`src/hw/rtl/nsc_pkg.sv`:
```
// Package for the NMEA sentence checker: character codes, default sizes,
// the per-byte class record and the result record. No dependencies.
package nsc_pkg;

  localparam int MAX_LEN_DEF     = 128;
  localparam int FIELD_LIMIT_DEF = 32;
  localparam int QUEUE_DEPTH_DEF = 2;

  localparam int PREFIX_LEN = 6;

  localparam logic [7:0] CH_STAR  = 8'h2A;
  localparam logic [7:0] CH_COMMA = 8'h2C;
  localparam logic [7:0] CH_LF    = 8'h0A;

  localparam logic [7:0] GGA_TEXT [PREFIX_LEN] = '{8'h24, 8'h47, 8'h50, 8'h47, 8'h47, 8'h41};
  localparam logic [7:0] RMC_TEXT [PREFIX_LEN] = '{8'h24, 8'h47, 8'h50, 8'h52, 8'h4D, 8'h43};

  localparam logic [1:0] KIND_OTHER = 2'd0;
  localparam logic [1:0] KIND_GGA   = 2'd1;
  localparam logic [1:0] KIND_RMC   = 2'd2;

  typedef struct packed {
    logic [7:0]            data;
    logic                  is_star;
    logic                  is_comma;
    logic                  is_lf;
    logic                  hex_ok;
    logic [3:0]            hex_val;
    logic [PREFIX_LEN-1:0] gga_eq;
    logic [PREFIX_LEN-1:0] rmc_eq;
  } byte_class_t;

  typedef struct packed {
    logic       checksum_ok;
    logic       star_seen;
    logic [7:0] computed_sum;
    logic [7:0] received_sum;
    logic [4:0] comma_count;
    logic [1:0] sentence_kind;
    logic       truncated;
    logic [6:0] sentence_length;
  } result_t;

endpackage

```
`src/hw/rtl/nsc_front.sv`:
```
// Front end: classifies each received byte (delimiters, hex digit, prefix
// compare per position). Depends on nsc_pkg.
module nsc_front (
  input  logic [7:0]          data_byte,
  output nsc_pkg::byte_class_t cls
);

  always_comb begin
    cls          = '0;
    cls.data     = data_byte;
    cls.is_star  = (data_byte == nsc_pkg::CH_STAR);
    cls.is_comma = (data_byte == nsc_pkg::CH_COMMA);
    cls.is_lf    = (data_byte == nsc_pkg::CH_LF);
    if (data_byte >= 8'h30 && data_byte <= 8'h39) begin
      cls.hex_ok  = 1'b1;
      cls.hex_val = data_byte[3:0];
    end else if ((data_byte >= 8'h61 && data_byte <= 8'h66) ||
                 (data_byte >= 8'h41 && data_byte <= 8'h46)) begin
      cls.hex_ok  = 1'b1;
      cls.hex_val = data_byte[3:0] + 4'd9;
    end
    for (int i = 0; i < nsc_pkg::PREFIX_LEN; i++) begin
      cls.gga_eq[i] = (data_byte == nsc_pkg::GGA_TEXT[i]);
      cls.rmc_eq[i] = (data_byte == nsc_pkg::RMC_TEXT[i]);
    end
  end

endmodule

```
`src/hw/rtl/nsc_queue.sv`:
```
// Short queue between front and back end; power-of-two depth.
// No dependencies.
module nsc_queue #(
  parameter int WIDTH = 8,
  parameter int DEPTH = 2
) (
  input  logic             clk,
  input  logic             rst_n,
  input  logic             push,
  input  logic [WIDTH-1:0] push_data,
  output logic             full,
  input  logic             pop,
  output logic             not_empty,
  output logic [WIDTH-1:0] head
);

  localparam int AW = $clog2(DEPTH);

  logic [WIDTH-1:0] mem_r [DEPTH];
  logic [AW-1:0]    wr_ptr_r, wr_ptr_nxt;
  logic [AW-1:0]    rd_ptr_r, rd_ptr_nxt;
  logic [AW:0]      count_r, count_nxt;

  assign full      = (count_r == (AW+1)'(DEPTH));
  assign not_empty = (count_r != '0);
  assign head      = mem_r[rd_ptr_r];

  always_comb begin
    wr_ptr_nxt = wr_ptr_r + AW'(push);
    rd_ptr_nxt = rd_ptr_r + AW'(pop);
    count_nxt  = count_r + (AW+1)'(push) - (AW+1)'(pop);
  end

  always_ff @(posedge clk) begin
    if (!rst_n) begin
      wr_ptr_r <= '0;
      rd_ptr_r <= '0;
      count_r  <= '0;
    end else begin
      wr_ptr_r <= wr_ptr_nxt;
      rd_ptr_r <= rd_ptr_nxt;
      count_r  <= count_nxt;
    end
  end

  always_ff @(posedge clk) begin
    if (push) begin
      mem_r[wr_ptr_r] <= push_data;
    end
  end

endmodule

```
`src/hw/rtl/nsc_back.sv`:
```
// Back end: per-sentence state (position, checksum, hex parse, commas,
// prefix) and the result register. Depends on nsc_pkg.
module nsc_back #(
  parameter int MAX_LEN     = nsc_pkg::MAX_LEN_DEF,
  parameter int FIELD_LIMIT = nsc_pkg::FIELD_LIMIT_DEF
) (
  input  logic                 clk,
  input  logic                 rst_n,
  input  logic                 q_valid,
  input  nsc_pkg::byte_class_t q_head,
  output logic                 q_pop,
  output logic                 res_valid,
  input  logic                 res_ready,
  output nsc_pkg::result_t     res
);

  localparam int PW = $clog2(MAX_LEN);
  localparam int CW = $clog2(FIELD_LIMIT);
  localparam logic [1:0] HEX_CLOSED = 2'd3;
  localparam logic [1:0] HEX_TWO    = 2'd2;

  logic [PW-1:0] pos_r, pos_nxt;
  logic [7:0]    xor_r, xor_nxt;
  logic          star_r, star_nxt;
  logic [7:0]    hexv_r, hexv_nxt;
  logic [1:0]    hds_r, hds_nxt;
  logic          long_r, long_nxt;
  logic [CW-1:0] commas_r, commas_nxt;
  logic [1:0]    pm_r, pm_nxt;
  logic          end_sent;
  logic [2:0]    pos_idx;
  logic [1:0]    kind;
  logic [CW+4:0] commas_wide;
  logic [PW+6:0] pos_wide;
  logic          res_valid_r;
  nsc_pkg::result_t res_r, res_nxt;

  always_comb begin
    pos_idx    = pos_r[2:0];
    pm_nxt     = pm_r;
    xor_nxt    = xor_r;
    star_nxt   = star_r;
    hexv_nxt   = hexv_r;
    hds_nxt    = hds_r;
    long_nxt   = long_r;
    commas_nxt = commas_r;

    if (pos_r < PW'(nsc_pkg::PREFIX_LEN)) begin
      if (!q_head.gga_eq[pos_idx]) pm_nxt[0] = 1'b0;
      if (!q_head.rmc_eq[pos_idx]) pm_nxt[1] = 1'b0;
    end

    if (star_r) begin
      if (hds_r != HEX_CLOSED) begin
        if (!q_head.hex_ok) begin
          hds_nxt = HEX_CLOSED;
        end else if (hds_r != HEX_TWO) begin
          hexv_nxt = {hexv_r[3:0], q_head.hex_val};
          hds_nxt  = hds_r + 2'd1;
        end else begin
          long_nxt = 1'b1;
          hds_nxt  = HEX_CLOSED;
        end
      end
    end else if (q_head.is_star) begin
      star_nxt = 1'b1;
    end else if (pos_r != '0) begin
      xor_nxt = xor_r ^ q_head.data;
    end

    if (q_head.is_comma && commas_r != CW'(FIELD_LIMIT - 1)) begin
      commas_nxt = commas_r + CW'(1);
    end

    pos_nxt  = pos_r + PW'(1);
    end_sent = q_head.is_lf || (pos_nxt >= PW'(MAX_LEN - 1));

    kind = nsc_pkg::KIND_OTHER;
    if (pos_nxt >= PW'(nsc_pkg::PREFIX_LEN)) begin
      if (pm_nxt[0] && commas_nxt >= CW'(6)) kind = nsc_pkg::KIND_GGA;
      else if (pm_nxt[1] && commas_nxt >= CW'(7)) kind = nsc_pkg::KIND_RMC;
    end

    commas_wide = (CW+5)'(commas_nxt);
    pos_wide    = (PW+7)'(pos_nxt);

    res_nxt.checksum_ok     = star_nxt && !long_nxt && (xor_nxt == hexv_nxt);
    res_nxt.star_seen       = star_nxt;
    res_nxt.computed_sum    = xor_nxt;
    res_nxt.received_sum    = hexv_nxt;
    res_nxt.comma_count     = commas_wide[4:0];
    res_nxt.sentence_kind   = kind;
    res_nxt.truncated       = !q_head.is_lf;
    res_nxt.sentence_length = pos_wide[6:0];
  end

  assign q_pop     = q_valid && (!end_sent || !res_valid_r || res_ready);
  assign res_valid = res_valid_r;
  assign res       = res_r;

  always_ff @(posedge clk) begin
    if (!rst_n) begin
      pos_r       <= '0;
      xor_r       <= '0;
      star_r      <= 1'b0;
      hexv_r      <= '0;
      hds_r       <= '0;
      long_r      <= 1'b0;
      commas_r    <= '0;
      pm_r        <= 2'b11;
      res_valid_r <= 1'b0;
    end else begin
      if (q_pop && end_sent) begin
        pos_r    <= '0;
        xor_r    <= '0;
        star_r   <= 1'b0;
        hexv_r   <= '0;
        hds_r    <= '0;
        long_r   <= 1'b0;
        commas_r <= '0;
        pm_r     <= 2'b11;
      end else if (q_pop) begin
        pos_r    <= pos_nxt;
        xor_r    <= xor_nxt;
        star_r   <= star_nxt;
        hexv_r   <= hexv_nxt;
        hds_r    <= hds_nxt;
        long_r   <= long_nxt;
        commas_r <= commas_nxt;
        pm_r     <= pm_nxt;
      end
      if (q_pop && end_sent) begin
        res_valid_r <= 1'b1;
      end else if (res_ready) begin
        res_valid_r <= 1'b0;
      end
    end
  end

  always_ff @(posedge clk) begin
    if (q_pop && end_sent) begin
      res_r <= res_nxt;
    end
  end

`ifndef SYNTHESIS
  a_pos_bound: assert property (@(posedge clk) disable iff (!rst_n)
    pos_r < PW'(MAX_LEN - 1))
    else $error("sentence position past limit");
  a_hex_needs_star: assert property (@(posedge clk) disable iff (!rst_n)
    (hds_r != '0) |-> star_r)
    else $error("hex parse active without star");
  a_long_closes: assert property (@(posedge clk) disable iff (!rst_n)
    long_r |-> (hds_r == HEX_CLOSED))
    else $error("third hex digit left parse open");
  a_end_clears: assert property (@(posedge clk) disable iff (!rst_n)
    (q_pop && end_sent) |=> (res_valid_r && pos_r == '0 && pm_r == 2'b11))
    else $error("sentence end did not load result and clear state");
  a_no_result_drop: assert property (@(posedge clk) disable iff (!rst_n)
    (res_valid_r && !res_ready) |=> (res_valid_r && $stable(res_r)))
    else $error("pending result lost");
`endif

endmodule

```
`src/hw/rtl/nmea_sentence_checker_top.sv`:
```
// NMEA sentence checker, top level: front classifier, queue, back end.
// Depends on nsc_pkg, nsc_front, nsc_queue, nsc_back.
//
// Accepts one received byte per clock while the queue has room and returns
// one result per sentence, at a line feed or after MAX_LEN-1 bytes. Each
// byte is registered in the queue and the sentence result in the back end's
// result register before it reaches the output. The queue of QUEUE_DEPTH
// entries lets input keep flowing while a result waits at the output
// register; input stalls only once that queue fills.
module nmea_sentence_checker_top #(
  parameter int MAX_LEN     = nsc_pkg::MAX_LEN_DEF,
  parameter int FIELD_LIMIT = nsc_pkg::FIELD_LIMIT_DEF,
  parameter int QUEUE_DEPTH = nsc_pkg::QUEUE_DEPTH_DEF
) (
  input  logic        clk,
  input  logic        rst_n,
  input  logic        in_tvalid,
  output logic        in_tready,
  input  logic [7:0]  in_tdata,   // [7:0] data_byte
  output logic        out_tvalid,
  input  logic        out_tready,
  // [0] checksum_ok, [1] star_seen, [9:2] computed_sum, [17:10] received_sum,
  // [22:18] comma_count, [23] truncated, [30:24] sentence_length, [31] zero
  output logic [31:0] out_tdata,
  output logic [1:0]  out_tuser   // [1:0] sentence_kind
);

  localparam int CLS_W = $bits(nsc_pkg::byte_class_t);

  nsc_pkg::byte_class_t cls, head;
  nsc_pkg::result_t     res;
  logic                 q_full, q_valid, q_pop, push;
  logic [CLS_W-1:0]     head_bits;

  nsc_front u_front (
    .data_byte (in_tdata),
    .cls       (cls)
  );

  assign in_tready = !q_full;
  assign push      = in_tvalid && !q_full;

  nsc_queue #(
    .WIDTH (CLS_W),
    .DEPTH (QUEUE_DEPTH)
  ) u_queue (
    .clk       (clk),
    .rst_n     (rst_n),
    .push      (push),
    .push_data (cls),
    .full      (q_full),
    .pop       (q_pop),
    .not_empty (q_valid),
    .head      (head_bits)
  );

  assign head = nsc_pkg::byte_class_t'(head_bits);

  nsc_back #(
    .MAX_LEN     (MAX_LEN),
    .FIELD_LIMIT (FIELD_LIMIT)
  ) u_back (
    .clk       (clk),
    .rst_n     (rst_n),
    .q_valid   (q_valid),
    .q_head    (head),
    .q_pop     (q_pop),
    .res_valid (out_tvalid),
    .res_ready (out_tready),
    .res       (res)
  );

  assign out_tdata = {1'b0, res.sentence_length, res.truncated, res.comma_count,
                      res.received_sum, res.computed_sum, res.star_seen,
                      res.checksum_ok};
  assign out_tuser = res.sentence_kind;

endmodule
```
`config.mk`:
```
export PLATFORM = sky130hd
export DESIGN_NAME = nmea_sentence_checker_top
export DESIGN_NICKNAME = d
export VERILOG_FILES = /design/src/hw/rtl/nsc_pkg.sv /design/src/hw/rtl/nsc_front.sv /design/src/hw/rtl/nsc_queue.sv /design/src/hw/rtl/nsc_back.sv /design/src/hw/rtl/nmea_sentence_checker_top.sv
export SDC_FILE = /design/constraint.sdc
export NUM_CORES = 1
export LEC_CHECK = 0
export BUFFER_PORTS_ARGS = -buffer_cell sky130_fd_sc_hd__buf_2
export CAP_MARGIN = 15
export CORE_MARGIN = 4
export CORE_UTILIZATION = 38
export DETAILED_ROUTE_END_ITERATION = 6
export PLACE_DENSITY_LB_ADDON = 0.3
export SLEW_MARGIN = 25
export SYNTH_ARGS = -nofsm -noshare
export SYNTH_HDL_FRONTEND = slang
export SYNTH_SLANG_ARGS = --single-unit
```
`constraint.sdc`:
```
create_clock -name clk -period 5.2 [get_ports clk]
set_clock_uncertainty 0.15 [all_clocks]
set_input_delay 1.04 -clock clk [delete_from_list [all_inputs] [get_ports clk]]
set_output_delay 1.04 -clock clk [all_outputs]
set_load 0.03 [all_outputs]
```
==> results of run 1 <==
[per-layer routing]
layer / vias up / part of all wire (%)
met5: - / 0
met4: 0 / 2.1
met3: 22 / 3.5
met2: 86 / 48
met1: 1796 / 47
li1: 1856 / -
[path summary, 6_finish.rpt]
check,end,slack [ns],depth (start not counted)
worst max-delay path,u_queue.count_r[1],1.73,12
worst min-delay path,u_back.pm_r[1],0.30,1
worst max register to register,u_queue.count_r[1],1.73,12
worst min register to register,u_back.pm_r[1],0.30,1
[metrics by stage]
step,util (%),setup WS (ns)
2_1_floorplan,-,1.55
3_3_place_gp,41.3,1.66
3_5_place_dp,41.3,1.54
4_1_cts,45.3,1.70
5_1_grt,45.3,1.44
6_report,45.3,1.73
[cell type report]
class | count | area [um^2] | share of cell area, %
multi-input cells | 307 | 2260 | 34.4
well taps | 184 | 230 | 3.50
clock inverters | 10 | 130 | 1.98
clock buffers | 22 | 444 | 6.75
repair buffers | 48 | 245 | 3.73
flip-flops and latches | 119 | 3170 | 48.2
inverters | 25 | 93.8 | 1.43
[cells in the mapped netlist, types with 2 or more instances]
cell / count / area, um^2
sky130_fd_sc_hd__edfxtp_1: 79 / 2370
sky130_fd_sc_hd__dfxtp_1: 40 / 801
sky130_fd_sc_hd__nor2_1: 35 / 131
sky130_fd_sc_hd__inv_1: 24 / 90.1
sky130_fd_sc_hd__mux2i_1: 21 / 210
sky130_fd_sc_hd__nand2_1: 20 / 75.1
sky130_fd_sc_hd__xnor2_1: 20 / 175
sky130_fd_sc_hd__a21oi_1: 19 / 95.1
sky130_fd_sc_hd__ha_1: 17 / 213
sky130_fd_sc_hd__nand3_1: 16 / 80.1
sky130_fd_sc_hd__o21ai_0: 12 / 60.1
sky130_fd_sc_hd__a31oi_1: 11 / 68.8
sky130_fd_sc_hd__clkbuf_1: 11 / 41.3
sky130_fd_sc_hd__nor3_1: 11 / 55.1
sky130_fd_sc_hd__a211oi_1: 10 / 75.1
sky130_fd_sc_hd__and2_1: 9 / 56.3
sky130_fd_sc_hd__nor4_1: 9 / 56.3
sky130_fd_sc_hd__o22ai_1: 8 / 50.1
sky130_fd_sc_hd__and3_1: 7 / 43.8
sky130_fd_sc_hd__a2111oi_2: 6 / 90.1
sky130_fd_sc_hd__buf_2: 6 / 30.0
sky130_fd_sc_hd__xor2_1: 6 / 52.6
sky130_fd_sc_hd__a21o_1: 4 / 30.0
sky130_fd_sc_hd__a22oi_1: 4 / 30.0
sky130_fd_sc_hd__mux2_2: 4 / 45.0
sky130_fd_sc_hd__nor2b_1: 4 / 25.0
sky130_fd_sc_hd__or3_1: 4 / 25.0
sky130_fd_sc_hd__xnor2_2: 4 / 65.1
sky130_fd_sc_hd__a311oi_1: 3 / 26.3
sky130_fd_sc_hd__mux4_2: 3 / 67.6
sky130_fd_sc_hd__nand2b_1: 3 / 18.8
sky130_fd_sc_hd__nand3b_1: 3 / 22.5
sky130_fd_sc_hd__o21ai_1: 3 / 15.0
sky130_fd_sc_hd__or2_2: 3 / 18.8
sky130_fd_sc_hd__and4_1: 2 / 17.5
sky130_fd_sc_hd__buf_12: 2 / 40.0
sky130_fd_sc_hd__buf_4: 2 / 15.0
sky130_fd_sc_hd__nand4_1: 2 / 12.5
sky130_fd_sc_hd__nor4b_1: 2 / 17.5
[cells in the final DEF, fill, tap and decap left out, drive strengths merged, types with 11 or more instances in the layout]
| cell type | count |
|---|---|
| edfxtp | 79 |
| buf | 48 |
| dfxtp | 40 |
| nor2 | 36 |
| inv | 25 |
| xnor2 | 24 |
| clkbuf | 22 |
| mux2i | 21 |
| nand2 | 20 |
| a21oi | 20 |
| ha | 17 |
| nand3 | 16 |
| o21ai | 15 |
| nor3 | 12 |
| a31oi | 11 |
| nor4 | 11 |
[registers in the layout, summed over array words and instances (netlist names), named ones only]
| register | count |
|---|---|
| u_back.commas_r | 5 |
| u_back.hds_r | 2 |
| u_back.hexv_r | 8 |
| u_back.long_r | 1 |
| u_back.pm_r | 2 |
| u_back.pos_r | 7 |
| u_back.res | 33 |
| u_back.res_valid | 1 |
| u_back.star_r | 1 |
| u_back.xor_r | 8 |
| u_queue.count_r | 2 |
| u_queue.mem_r | 46 |
| u_queue.rd_ptr_r | 1 |
| u_queue.wr_ptr_r | 1 |
[kinds of logic (layout without fill, tap and decap cells)]
logic type               after synthesis  count (layout)
AO/OA/AOI/OAI                         91              91
adder cells (fa/ha/maj)               17              17
XOR/XNOR                              30              30
AND/OR/NAND/NOR                      139             139
multiplexers                          29              29
other                                  1               1
buffers and inverters                 48             105
flip-flops                           119             119
[power by group]
part           switching (W)  total (W)  internal [W]
Combinational       0.000825    0.00127      0.000449
Clock               0.000395    0.00114      0.000748
Sequential          0.000125    0.00142       0.00129
==> run_results.csv, run 1 <==
group,metric,value,unit
status,run_status,"completed",
final_layout,layoutNonFillerInstCount,715,
yosys,synth_simple_gate_area_share,13.4,%
yosys,main_combinational_cell_family_by_area_after_synthesis,"simple AND/OR/NAND/NOR gates",
clocking,cts_hold_buffers,0,
clocking,cts_resized,0,
place,buffer_ports.inserted,46,
timing,report.final.hold_viol_count,0,
timing,period_share,66.7,%
drt,avgViaCountPerCell,5.26,
setup_path,critical_path_required,5.35,ns
setup_path,crit_chain,"inv_1 > ha_1 > a21oi_1 > nor3_2 > a31o_2 > inv_2 > ha_1 > inv_1 > ha_1 > xnor2_1 > xnor2_1 > and2_1",
global_route,use_met3,3.23,%
final_layout,antenna_cells_inserted,0,
power,totalPowerFinal,0.00384,W
setup_path,critical_path.reg2reg.startpoint,"u_back.pos_r[0]",
setup_path,top_delay_family_on_crit_path,"adder cells",
final_layout,post-route-cell-area,6580,um^2
place,placement.cell_area,6010,um^2
clocking,cts_inserted_buffers,17,
clocking,clockBufferDepth,2,
power,p_per_area,583,nW/um^2
setup_path,critPathLaunchType,"flop",
yosys,synth_flop_cell,"sky130_fd_sc_hd__edfxtp_1",
global_route,grt_busiest_layer,"met2",
global_route,maximum_number_of_pins_on_one_net_before_global_route_repair,34,
drt,drt_iter0_drc,181,
drt,drt-pass1-iter-count,4,
yosys,synthesis.instances,474,
setup_path,worstSetupStartpoint,"u_back.pos_r[0]",
global_route,initial_antenna_violation_count,0,
clocking,number_of_h_tree_levels,4,
flow_run,max_cap_violations,0,
yosys,synth_sequential_area_ratio,56.1,%
final_layout,syn_to_final_growth,16.3,%
power,ir_drop,0.000265,V
yosys,xor_xnor_share_of_the_synthesized_area,5.17,%
setup_path,timing.critical_path.arrival,3.62,ns
clocking,root_buffer,"sky130_fd_sc_hd__clkbuf_16",
global_route,groute.layer.met2.usage,23.1,%
yosys,synth_edf_count,79,
place,place_inst,683,
drt,via_count,3760,
setup_path,path_class,"flop to flop",
yosys,net_count_synth,503,
yosys,synth_warnings,0,
floorplan,ios,48,
timing,fin_crit,3.47,ns
yosys,asyncSetResetFlopFracSynth,0,%
place,gp_congestion,0.842,
yosys,synth_area_per_cell,11.9,um^2
timing,maxSlewHeadroom,37.5,%
clocking,clock_sinks,119,
drt,antenna_left,0,
global_route,met1_track_demand_over_resource,18.8,%
clocking,clk_pin_slew_worst_paths,0.05,ns
floorplan,die_w,130,um
drt,routedWlPerCell,16.4,um
floorplan,core-area,14500,um^2
hold_path,holdCritPathClass,"flop to flop",
timing,max_freq,288,MHz
power,leakage,2.44,nW
drt,route.final.wire_length,11.7,mm
timing,fin_setup_tns,0,ns
floorplan,num_rows,44,
timing,finalSetupViolations,0,
setup_path,slowest_stage,"sky130_fd_sc_hd__dfxtp_1",
yosys,synth_compound_area_share,11.3,%
setup_path,crit_fanout,31,
drt,drc,0,
clocking,tritoncts,"yes",
yosys,netlist_area,5660,um^2
yosys,synth.lib_cells_used.distinct,64,
timing,timing_worst_slew_pin_value,0.936,ns
setup_path,crit_path_frequent_cell,"sky130_fd_sc_hd__ha_1",
yosys,synth.area.mux_share,5.97,%
final_layout,nFillCells,1358,
global_route,vias_in_the_first_global_route,3667,
clocking,clk-insertion-delay-late,0.41,ns
timing,timing.hold.ws,0.302,ns
yosys,synth_adder_area_share,3.76,%
setup_path,timing.critical_path.buf_inv,3,
yosys,ys_seq_elements,119,
timing,grt_setup_unrepaired,"false",
global_route,grt.total_usage,14.5,%
hold_path,hold_path_startpoint,"u_back.pm_r[1]",
place,detailedPlacementHpwl,8.31,mm
floorplan,die_area,16900,um^2
final_layout,drive_above_1_share,21.1,%
floorplan,initial_core_util,38.9,%
clocking,cts_setup_buffers,0,
global_route,grt.overflow.total,0,
setup_path,max_stage_delay,0.59,ns
timing,max_slew_violation_count,0,
global_route,grt_pass1_wl,18.8,mm
floorplan,floorplan.die.height,130,um
final_layout,number_of_nets_in_the_final_layout,547,
setup_path,worst_setup_path_end_kind,"flop",
Power figures use the tool's default switching activity.
==> run 2: changes to the inputs <==
==> constraint.sdc (replaced) <==
create_clock -name clk -period 2.8 [get_ports clk]
set_clock_uncertainty 0.15 [all_clocks]
set_input_delay 0.56 -clock clk [delete_from_list [all_inputs] [get_ports clk]]
set_output_delay 0.56 -clock clk [all_outputs]
set_load 0.03 [all_outputs]
==> run 2 against run 1 <==
Compared with the run above:
- final cell count grew 3.6%
- critical path depth shrank 4
- register-to-register slack lost 1.5 ns
- largest power group unchanged
- clock-buffer cell count grew 2
- combinational power grew 100%
- sequential power grew 84%
- highest routed layer unchanged
- flip-flop and latch count is the same
==> run_results.csv, run 2 (synthesis gave the netlist of run 1 again) <==
group,metric,value,unit
clocking,cts_inserted_buffers,17,
global_route,grt.overflow.total,0,
final_layout,syn_to_final_growth,20.5,%
floorplan,floorplan.die.height,130,um
final_layout,layoutNonFillerInstCount,741,
setup_path,crit_fanout,5,
drt,avgViaCountPerCell,5.21,
floorplan,initial_core_util,38.9,%
setup_path,regToRegSetupSlack,0.18,ns
setup_path,top_delay_family_on_crit_path,"simple AND/OR/NAND/NOR gates",
timing,maxSlewHeadroom,38.4,%
place,gp_congestion,0.832,
setup_path,crit_path_frequent_cell,"sky130_fd_sc_hd__ha_1",
timing,grt_setup_unrepaired,"false",
power,leakage,2.60,nW
setup_path,critical_path_required,2.79,ns
status,run_status,"completed",
setup_path,worst_setup_path_end_kind,"flop",
global_route,grt.total_usage,14.6,%
timing,timing_worst_slew_pin_value,0.918,ns
hold_path,hold_path_startpoint,"in_tdata[7]",
clocking,clk_pin_slew_worst_paths,0.05,ns
floorplan,num_rows,44,
clocking,clockBufferDepth,2,
setup_path,critPathLaunchType,"flop",
hold_path,worst_hold_path.num_cells,1,
hold_path,min_delay_worst_endpoint,"u_queue.mem_r[0][27]",
drt,drt-pass1-iter-count,5,
drt,routedWlPerCell,15.9,um
clocking,clk-insertion-delay-late,0.41,ns
global_route,initial_antenna_violation_count,0,
setup_path,crit_chain,"ha_1 > and3_1 > ha_1 > or3_1 > xnor2_1 > or2_2 > o21ai_0 > nor4b_1",
drt,drc,0,
drt,antenna_left,0,
setup_path,rr_worst_depth,8,
drt,via_count,3859,
floorplan,die_area,16900,um^2
timing,report.final.hold_viol_count,0,
setup_path,critical_path.reg2reg.startpoint,"u_back.commas_r[1]",
power,ir_drop,0.000610,V
clocking,number_of_h_tree_levels,4,
global_route,maximum_number_of_pins_on_one_net_before_global_route_repair,31,
final_layout,drive_above_1_share,25.9,%
final_layout,antenna_cells_inserted,0,
setup_path,r2r_end,"u_back.res[9]",
floorplan,ios,48,
place,place_inst,709,
setup_path,critical_path_depth,8,
setup_path,slowest_stage,"sky130_fd_sc_hd__or3_1",
floorplan,die_w,130,um
timing,finalSetupViolations,0,
timing,max_freq,382,MHz
final_layout,number_of_nets_in_the_final_layout,573,
hold_path,holdCritPathClass,"input port to flop",
flow_run,max_cap_violations,0,
global_route,vias_in_the_first_global_route,3724,
final_layout,regMostFlops,"u_queue.mem_r",
clocking,clock_sinks,119,
place,detailedPlacementHpwl,8.51,mm
power,p_per_area,1070,nW/um^2
global_route,grt_pass1_wl,19.0,mm
clocking,root_buffer,"sky130_fd_sc_hd__clkbuf_16",
clocking,tritoncts,"yes",
drt,route.final.wire_length,11.8,mm
floorplan,core-area,14500,um^2
timing,fin_crit,2.62,ns
clocking,cts_setup_buffers,0,
setup_path,timing.critical_path.buf_inv,0,
setup_path,path_class,"flop to flop",
place,buffer_ports.inserted,46,
setup_path,max_stage_delay,0.43,ns
timing,fin_setup_tns,0,ns
setup_path,timing.critical_path.arrival,2.61,ns
timing,max_slew_violation_count,0,
final_layout,largest_register_ffs,46,
final_layout,commonest_cells_after_routing_fill_and_taps_aside,"sky130_fd_sc_hd__edfxtp_1, sky130_fd_sc_hd__buf_2, sky130_fd_sc_hd__dfxtp_1",
final_layout,final_common_cell,"sky130_fd_sc_hd__edfxtp_1",
drt,drt_iter0_drc,211,
timing,period_share,93.5,%
run 2: cell types whose count changed in the layout (fill, tap and decap cells not counted), sizes merged:
cell	delta
buf	+26
clkbuf	+2
bufinv	-1
clkinv	-1
run 2: per-layer routing:
| layer | vias up | GRT usage, % | routed length [um] |
|---|---|---|---|
| li1 | 1910 | - | - |
| met1 | 1839 | 18.9 | 5560 |
| met2 | 87 | 23.4 | 5510 |
| met3 | 23 | 3.64 | 437 |
| met4 | 0 | 6.30 | 242 |
| met5 | - | 0 | 0 |
run 2: worst max-delay path by stage:
stage / startpoint / slack (ns) / to
2_1_floorplan: u_back.pos_r[1] / 0.01 / u_queue.count_r[1]
3_5_place_dp: u_back.pos_r[0] / 0.14 / u_queue.count_r[1]
3_3_place_gp: flop / 0.18 / u_back.res[9]
4_1_cts: u_back.pos_r[0] / 0.11 / u_back.hexv_r[4]
6_report: u_back.commas_r[1] / 0.18 / u_back.res[9]
5_1_grt: u_back.commas_r[1] / 0.05 / u_back.res[9]
run 2: worst reg2reg max path: cells and delay by family (launching register included):
kind / cells / cell delay [ns]
AO/OA/AOI/OAI: 1 / 0.22
XOR/XNOR: 1 / 0.16
adder cells (fa/ha/maj): 2 / 0.44
flip-flops: 1 / 0.35
AND/OR/NAND/NOR: 4 / 1.03
run 2: cell type report:
cell class	count	area (um^2)
clock buffers	24	493
fillers	1287	7710
well taps	184	230
inverters	25	93.8
repair buffers	74	440
flip-flops and latches	119	3180
clock inverters	8	95.1
multi-input cells	307	2290
run 2: what timing repair did:
item / 4_1_cts / 5_1_grt
endpoints found under the setup margin: 0 / 8
hold buffers: 0 / 0
resized for setup: 0 / 6
run 2: metrics by stage:
stage               power (W)  setup slack [ns]  hold WS (ns)  instance area [um^2]  utilization (%)
finish                0.00732             0.183         0.244                  6820             46.9
CTS                   0.00737             0.107         0.213                  6800             46.8
global route          0.00773            0.0461         0.225                  6820             46.9
floorplan             0.00453            0.0139         0.270                  5680                -
detailed placement    0.00521             0.142         0.285                  6210             42.8
global placement      0.00515             0.181         0.284                  6210             42.8
run 2: report_power, final:
part,switching [W],internal [W]
Combinational,0.00160,0.000968
Sequential,0.000214,0.00240
Clock,0.000733,0.00140
Total,0.00254,0.00477
